### src/hdl/ttb_pkg.sv
`timescale 1ns / 1ps
// ----------------------------------------------------------------------------
// ttb_pkg
// Shared types and constants for the tilt-to-button detector.
// ----------------------------------------------------------------------------
package ttb_pkg;

  localparam int LVL_W = 8;
  localparam int EV_W  = 3;
  localparam int NUM_REGS = 8;
  localparam int IDX_W = 3;

  typedef logic [LVL_W-1:0] lvl_t;
  typedef logic [EV_W-1:0]  ev_t;

  typedef enum logic [2:0] {
    MODE_CHECK    = 3'd0,
    MODE_NEG_CONF = 3'd1,
    MODE_NEG_REL  = 3'd2,
    MODE_POS_CONF = 3'd3,
    MODE_POS_REL  = 3'd4
  } mode_t;

  localparam ev_t EV_NONE    = 3'd0;
  localparam ev_t EV_NEG_PR  = 3'd1;
  localparam ev_t EV_NEG_REL = 3'd2;
  localparam ev_t EV_POS_PR  = 3'd3;
  localparam ev_t EV_POS_REL = 3'd4;

  localparam logic [IDX_W-1:0] REG_X_LOW_ENTER    = 3'd0;
  localparam logic [IDX_W-1:0] REG_X_HIGH_ENTER   = 3'd1;
  localparam logic [IDX_W-1:0] REG_X_LOW_CONFIRM  = 3'd2;
  localparam logic [IDX_W-1:0] REG_X_HIGH_CONFIRM = 3'd3;
  localparam logic [IDX_W-1:0] REG_Y_LOW_ENTER    = 3'd4;
  localparam logic [IDX_W-1:0] REG_Y_HIGH_ENTER   = 3'd5;
  localparam logic [IDX_W-1:0] REG_Y_LOW_CONFIRM  = 3'd6;
  localparam logic [IDX_W-1:0] REG_Y_HIGH_CONFIRM = 3'd7;

  localparam lvl_t RST_X_LOW_ENTER    = 8'd69;
  localparam lvl_t RST_X_HIGH_ENTER   = 8'd212;
  localparam lvl_t RST_X_LOW_CONFIRM  = 8'd56;
  localparam lvl_t RST_X_HIGH_CONFIRM = 8'd218;
  localparam lvl_t RST_Y_LOW_ENTER    = 8'd64;
  localparam lvl_t RST_Y_HIGH_ENTER   = 8'd192;
  localparam lvl_t RST_Y_LOW_CONFIRM  = 8'd51;
  localparam lvl_t RST_Y_HIGH_CONFIRM = 8'd205;

  localparam lvl_t LEVEL_CENTER = 8'd128;

  localparam lvl_t X_NEG_RELEASE = 8'd115;
  localparam lvl_t X_POS_RELEASE = 8'd161;
  localparam lvl_t Y_NEG_RELEASE = 8'd102;
  localparam lvl_t Y_POS_RELEASE = 8'd161;

  typedef struct packed {
    lvl_t lo_enter;
    lvl_t hi_enter;
    lvl_t lo_conf;
    lvl_t hi_conf;
    lvl_t neg_rel;
    lvl_t pos_rel;
  } axis_cfg_t;

  typedef struct packed {
    ev_t  x_event;
    ev_t  y_event;
    lvl_t x_now;
    lvl_t y_now;
  } result_t;

endpackage

### src/hdl/tilt_to_button_detector_unit.sv
`timescale 1ns / 1ps
// ----------------------------------------------------------------------------
// tilt_to_button_detector_unit
// Turns X/Y tilt levels into press and release events, one machine per axis.
// Result: registered in out_r, or in skid_r while out_r is held by out_stall.
// Throughput: one transaction per cycle unless in_stall; a two-entry output
// stage (result plus skid register) keeps input open while one result waits.
// Reset: synchronous active-low rst_n; thresholds to defaults, axes to check,
// kept levels to 128, output stage empty.
// ----------------------------------------------------------------------------
module tilt_to_button_detector_unit (
  input  logic                         clk,
  input  logic                         rst_n,
  input  logic                         cfg_we,
  input  logic [ttb_pkg::IDX_W-1:0]    cfg_index,
  input  logic [ttb_pkg::LVL_W-1:0]    cfg_data,
  input  logic                         in_valid,
  output logic                         in_stall,
  input  logic                         in_sample_ok,
  input  logic [ttb_pkg::LVL_W-1:0]    in_x_level,
  input  logic [ttb_pkg::LVL_W-1:0]    in_y_level,
  output logic                         out_valid,
  input  logic                         out_stall,
  output logic [ttb_pkg::EV_W-1:0]     out_x_event,
  output logic [ttb_pkg::EV_W-1:0]     out_y_event,
  output logic [ttb_pkg::LVL_W-1:0]    out_x_now,
  output logic [ttb_pkg::LVL_W-1:0]    out_y_now
);

  ttb_pkg::lvl_t    regs_r [ttb_pkg::NUM_REGS];
  ttb_pkg::lvl_t    x_kept_r, y_kept_r;
  ttb_pkg::lvl_t    x_lvl, y_lvl;
  ttb_pkg::axis_cfg_t x_cfg, y_cfg;
  ttb_pkg::ev_t     x_ev, y_ev;
  ttb_pkg::result_t res_nxt, out_r, skid_r;
  logic             out_vld_r, skid_vld_r;
  logic             accept, take;

  assign in_stall = skid_vld_r;
  assign accept   = in_valid && !in_stall;
  assign take     = out_vld_r && !out_stall;

  // config registers
  always_ff @(posedge clk) begin
    if (!rst_n) begin
      regs_r[ttb_pkg::REG_X_LOW_ENTER]    <= ttb_pkg::RST_X_LOW_ENTER;
      regs_r[ttb_pkg::REG_X_HIGH_ENTER]   <= ttb_pkg::RST_X_HIGH_ENTER;
      regs_r[ttb_pkg::REG_X_LOW_CONFIRM]  <= ttb_pkg::RST_X_LOW_CONFIRM;
      regs_r[ttb_pkg::REG_X_HIGH_CONFIRM] <= ttb_pkg::RST_X_HIGH_CONFIRM;
      regs_r[ttb_pkg::REG_Y_LOW_ENTER]    <= ttb_pkg::RST_Y_LOW_ENTER;
      regs_r[ttb_pkg::REG_Y_HIGH_ENTER]   <= ttb_pkg::RST_Y_HIGH_ENTER;
      regs_r[ttb_pkg::REG_Y_LOW_CONFIRM]  <= ttb_pkg::RST_Y_LOW_CONFIRM;
      regs_r[ttb_pkg::REG_Y_HIGH_CONFIRM] <= ttb_pkg::RST_Y_HIGH_CONFIRM;
    end else if (cfg_we) begin
      regs_r[cfg_index] <= cfg_data;
    end
  end

  assign x_cfg = '{lo_enter: regs_r[ttb_pkg::REG_X_LOW_ENTER],
                   hi_enter: regs_r[ttb_pkg::REG_X_HIGH_ENTER],
                   lo_conf:  regs_r[ttb_pkg::REG_X_LOW_CONFIRM],
                   hi_conf:  regs_r[ttb_pkg::REG_X_HIGH_CONFIRM],
                   neg_rel:  ttb_pkg::X_NEG_RELEASE,
                   pos_rel:  ttb_pkg::X_POS_RELEASE};
  assign y_cfg = '{lo_enter: regs_r[ttb_pkg::REG_Y_LOW_ENTER],
                   hi_enter: regs_r[ttb_pkg::REG_Y_HIGH_ENTER],
                   lo_conf:  regs_r[ttb_pkg::REG_Y_LOW_CONFIRM],
                   hi_conf:  regs_r[ttb_pkg::REG_Y_HIGH_CONFIRM],
                   neg_rel:  ttb_pkg::Y_NEG_RELEASE,
                   pos_rel:  ttb_pkg::Y_POS_RELEASE};

  // failed read reuses kept levels
  assign x_lvl = in_sample_ok ? in_x_level : x_kept_r;
  assign y_lvl = in_sample_ok ? in_y_level : y_kept_r;

  always_ff @(posedge clk) begin
    if (!rst_n) begin
      x_kept_r <= ttb_pkg::LEVEL_CENTER;
      y_kept_r <= ttb_pkg::LEVEL_CENTER;
    end else if (accept) begin
      x_kept_r <= x_lvl;
      y_kept_r <= y_lvl;
    end
  end

  ttb_axis u_x_axis (
    .clk   (clk),
    .rst_n (rst_n),
    .adv   (accept),
    .lvl   (x_lvl),
    .acfg  (x_cfg),
    .ev    (x_ev)
  );

  ttb_axis u_y_axis (
    .clk   (clk),
    .rst_n (rst_n),
    .adv   (accept),
    .lvl   (y_lvl),
    .acfg  (y_cfg),
    .ev    (y_ev)
  );

  assign res_nxt = '{x_event: x_ev, y_event: y_ev, x_now: x_lvl, y_now: y_lvl};

  // output stage with skid
  always_ff @(posedge clk) begin
    if (!rst_n) begin
      out_vld_r  <= 1'b0;
      skid_vld_r <= 1'b0;
    end else if (!out_vld_r || take) begin
      if (skid_vld_r) begin
        out_vld_r  <= 1'b1;
        skid_vld_r <= 1'b0;
      end else begin
        out_vld_r  <= accept;
      end
    end else if (accept) begin
      skid_vld_r <= 1'b1;
    end
  end

  always_ff @(posedge clk) begin
    if (!out_vld_r || take) begin
      if (skid_vld_r) begin
        out_r <= skid_r;
      end else if (accept) begin
        out_r <= res_nxt;
      end
    end else if (accept) begin
      skid_r <= res_nxt;
    end
  end

  assign out_valid   = out_vld_r;
  assign out_x_event = out_r.x_event;
  assign out_y_event = out_r.y_event;
  assign out_x_now   = out_r.x_now;
  assign out_y_now   = out_r.y_now;

endmodule

### src/hdl/ttb_axis.sv
`timescale 1ns / 1ps
// ----------------------------------------------------------------------------
// ttb_axis
// One axis tilt machine: enter, confirm, press and hysteresis release.
// ----------------------------------------------------------------------------
module ttb_axis (
  input  logic               clk,
  input  logic               rst_n,
  input  logic               adv,
  input  ttb_pkg::lvl_t      lvl,
  input  ttb_pkg::axis_cfg_t acfg,
  output ttb_pkg::ev_t       ev
);

  ttb_pkg::mode_t mode_r;
  ttb_pkg::mode_t mode_nxt;

  always_comb begin
    mode_nxt = mode_r;
    unique case (mode_r)
      ttb_pkg::MODE_NEG_CONF: begin
        mode_nxt = (lvl < acfg.lo_conf) ? ttb_pkg::MODE_NEG_REL : ttb_pkg::MODE_CHECK;
      end
      ttb_pkg::MODE_NEG_REL: begin
        if (lvl > acfg.neg_rel) mode_nxt = ttb_pkg::MODE_CHECK;
      end
      ttb_pkg::MODE_POS_CONF: begin
        mode_nxt = (lvl > acfg.hi_conf) ? ttb_pkg::MODE_POS_REL : ttb_pkg::MODE_CHECK;
      end
      ttb_pkg::MODE_POS_REL: begin
        if (lvl < acfg.pos_rel) mode_nxt = ttb_pkg::MODE_CHECK;
      end
      default: begin
        priority if (lvl < acfg.lo_enter) mode_nxt = ttb_pkg::MODE_NEG_CONF;
        else if (lvl > acfg.hi_enter)     mode_nxt = ttb_pkg::MODE_POS_CONF;
        else                              mode_nxt = ttb_pkg::MODE_CHECK;
      end
    endcase
  end

  always_comb begin
    ev = ttb_pkg::EV_NONE;
    unique case (mode_r)
      ttb_pkg::MODE_NEG_CONF: if (lvl < acfg.lo_conf) ev = ttb_pkg::EV_NEG_PR;
      ttb_pkg::MODE_NEG_REL:  if (lvl > acfg.neg_rel) ev = ttb_pkg::EV_NEG_REL;
      ttb_pkg::MODE_POS_CONF: if (lvl > acfg.hi_conf) ev = ttb_pkg::EV_POS_PR;
      ttb_pkg::MODE_POS_REL:  if (lvl < acfg.pos_rel) ev = ttb_pkg::EV_POS_REL;
      default:                ev = ttb_pkg::EV_NONE;
    endcase
  end

  always_ff @(posedge clk) begin
    if (!rst_n) begin
      mode_r <= ttb_pkg::MODE_CHECK;
    end else if (adv) begin
      mode_r <= mode_nxt;
    end
  end

endmodule

### config.mk
export PLATFORM = sky130hd
export DESIGN_NAME = tilt_to_button_detector_unit
export DESIGN_NICKNAME = d
export VERILOG_FILES = /design/src/hdl/ttb_pkg.sv /design/src/hdl/tilt_to_button_detector_unit.sv /design/src/hdl/ttb_axis.sv
export SDC_FILE = /design/constraint.sdc
export NUM_CORES = 1
export LEC_CHECK = 0
export BUFFER_PORTS_ARGS = -buffer_cell sky130_fd_sc_hd__buf_2
export CAP_MARGIN = 10
export CORE_UTILIZATION = 40
export DETAILED_ROUTE_END_ITERATION = 16
export SYNTH_ARGS = -nofsm -noshare
export SYNTH_HDL_FRONTEND = slang
export SYNTH_SLANG_ARGS = --single-unit
### constraint.sdc
create_clock -name clk -period 5.05 [get_ports clk]
set_input_delay 0.2525 -clock clk [delete_from_list [all_inputs] [get_ports clk]]
set_output_delay 0.2525 -clock clk [all_outputs]
set_load 0.03 [all_outputs]
==> results.cfg <==
[run_status]
outcome = completed

[power_and_ir_drop]
peakVddDrop_v = 0.000243
total_power_mw = 3.09
p_leak_nw = 3.42
power_density_nw_per_um2 = 378

[floorplanning]
die_x_um = 134
die_y_um = 134
initial_core_util = 0.414
dieArea_um2 = 17900
rows = 47
io_pins = 57
coreArea_um2 = 16800

[drt]
vias_per_cell = 5.20
drt_pass1_iterations = 4
wl_um = 15100
avgRoutedWirePerCell_um = 16.9
vias = 4656
drtAntennaViolNets = 0
drc = 0
dr.first_iter.drc_count = 395

[final_layout]
nFillCells = 1507
n_antenna_cell = 0
final_cell_mix = edfxtp_1 (108), inv_1 (67), ha_1 (60)
syn2layout_area_growth_pct = 17.1
layout_commonest_cell = edfxtp_1
layout.nets = 756
final_cells = 896
layout-drive-gt1-share = 0.201

[sta]
setup_tns_ns = 0
finalCritPeriodShare = 0.562
final_hold_viol_count = 0
setup_viol_count_final = 0
hold_ws_ns = 0.180
fmax_ghz = 0.352
skew_ns = 0.00861
finalMaxSlewViolations = 0
rsz0062_at_grt = false
tightest_slew_ns = 1.09
fin_ws_ns = 2.21
max-slew-margin-rel = 0.263
period_needed_ns = 2.84

[worst_setup_path]
worstPathArrival_ns = 2.99
crit_type = primary input to flip-flop
critPathBufInv = 2
slowest_stage = buf_2
startpoint_type = primary input
path_delay_family = compound AO/OA/AOI/OAI gates
crit_path_max_fanout = 26
cp.required_ns = 5.21
critPathMaxStageDelay_ns = 0.47
worst_setup_path_end_kind = flip-flop
path_cells = buf_2 -> mux2i_1 -> inv_1 -> ha_1 -> a21oi_1 -> o21a_1 -> nand2b_1 -> o21ai_0 -> a21bo_2 -> mux2_2

[logic_synthesis]
synth_enable_flop_cells = 108
syn_inst = 603
synth_warnings = 0
syn_area_per_cell_um2 = 11.6
synth.cell_area_um2 = 6970
synth_ff_type = edfxtp_1
synth.distinct_cells = 52
ys_seq_area_frac = 0.535
synth_nets = 696
synthArstFlopShare = 0
ys_ff_latch = 132

[placement]
place_inst = 864
io_buffers = 56
place_congestion = 0.807
post-place-ws_ns = 1.82
dp_hpwl_um = 10600

[clocking]
cts_root_buf = clkbuf_16
cts_buffers = 17
clkTransAtPathRegs_ns = 0.06
cts_hold_buf = 0
cts_resized = 0
clock_path_buffers = 2
clock_sinks = 132
htree_levels = 4
clock_latency_ns = 0.41
postCtsSetupRepairBufs = 0
tritoncts = done

[grt]
grt.total_usage = 0.180
antenna_found_initial = 0
grt_max_degree = 36
grt_pass1_wl_um = 24300
grt_pass1_vias = 4659
grt.overflow.total = 0

[min_path]
min_path_type = primary input to flip-flop

[run]
cap_violations = 0
where the power goes:
group          internal (mW)  switching (mW)  leakage [nW]
registers               1.25          0.0274          1.25
logic                  0.147           0.248          1.85
clock network          0.966           0.446         0.328
metrics by stage:
step / util / area (um2)
after global routing: 0.485 / 8160
after detailed placement: 0.444 / 7460
final: 0.485 / 8160
after CTS: 0.485 / 8160
after global placement: 0.444 / 7460
after floorplan: - / 6970
metal layers:
layer,share of wire,GRT usage,wire length [um],up-vias
li1,-,-,-,2296
met1,0.46,0.239,7000,2230
met2,0.47,0.286,7140,119
met3,0.056,0.0385,850,11
met4,0.0095,0.0701,144,0
met5,0,0,0,-
path summary, 6_finish.rpt:
check	cells past startpoint	to	slack [ns]	start
setup / recovery	10	out_y_event[1]	2.21	in_sample_ok
hold / removal	3	in_stall	0.18	out_stall
setup reg to reg	9	out_y_event[1]	2.36	y_kept_r[7]
hold reg to reg	2	x_kept_r[7]	0.47	x_kept_r[7]
cell usage after synthesis, types with 2 or more instances:
master / instances / area (um2)
a211oi_1: 3 / 22.5
a21boi_0: 3 / 22.5
a21o_1: 2 / 15.0
a21oi_1: 25 / 125
a31oi_1: 2 / 12.5
and2_1: 37 / 231
clkbuf_1: 16 / 60.1
dfxtp_1: 24 / 480
edfxtp_1: 108 / 3240
ha_1: 60 / 751
inv_1: 67 / 251
mux2_2: 31 / 349
mux2i_1: 4 / 40.0
mux2i_2: 2 / 27.5
nand2_1: 28 / 105
nand2b_1: 14 / 87.6
nand3_1: 6 / 30.0
nand3b_1: 4 / 30.0
nand4_1: 11 / 68.8
nor2_1: 39 / 146
nor2b_1: 7 / 43.8
nor3_1: 8 / 40.0
nor3b_1: 9 / 67.6
o2111ai_1: 3 / 26.3
o211a_1: 8 / 80.1
o211ai_1: 7 / 52.6
o21a_1: 9 / 67.6
o21ai_0: 21 / 105
o31ai_1: 2 / 15.0
o41ai_2: 2 / 32.5
or3_1: 20 / 125
area by class of cell:
| cell class | count | area [um2] | area share |
|---|---|---|---|
| Tap cell | 220 | 275 | 0.0338 |
| Clock inverter | 12 | 225 | 0.0276 |
| Inverter | 67 | 251 | 0.0308 |
| Multi-Input combinational cell | 385 | 2900 | 0.356 |
| Sequential cell | 132 | 3720 | 0.457 |
| Timing Repair Buffer | 60 | 310 | 0.0380 |
| Clock buffer | 20 | 467 | 0.0572 |
worst register-to-register path, stage by stage, from the launching register on:
cell	delay, ns
dfxtp_1	0.31
mux2i_1	0.30
inv_1	0.24
ha_1	0.36
a21oi_1	0.15
o21a_1	0.15
nand2b_1	0.06
o21ai_0	0.32
a21bo_2	0.28
mux2_2	0.26
flip-flops by register name (all words and copies together), names as in the netlist:
name	cells
regs_r	64
skid_r	22
out_x_now	8
out_y_now	8
x_kept_r	8
y_kept_r	8
out_x_event	3
out_y_event	3
u_x_axis.mode_r	3
u_y_axis.mode_r	3
in_stall	1
out_valid	1
cells by family (layout without fill, tap and decap cells):
kind of cell,after synthesis,in the layout,share of synthesized area
adder cells (fa/ha/maj),60,60,0.108
AO/OA/AOI/OAI,98,98,0.0972
flip-flops,132,132,0.535
AND/OR/NAND/NOR,188,188,0.146
XOR/XNOR,1,1,0.00126
multiplexers,38,38,0.0630
buffers and inverters,86,159,0.0499
Note: power is estimated with default switching activity, not from simulation.
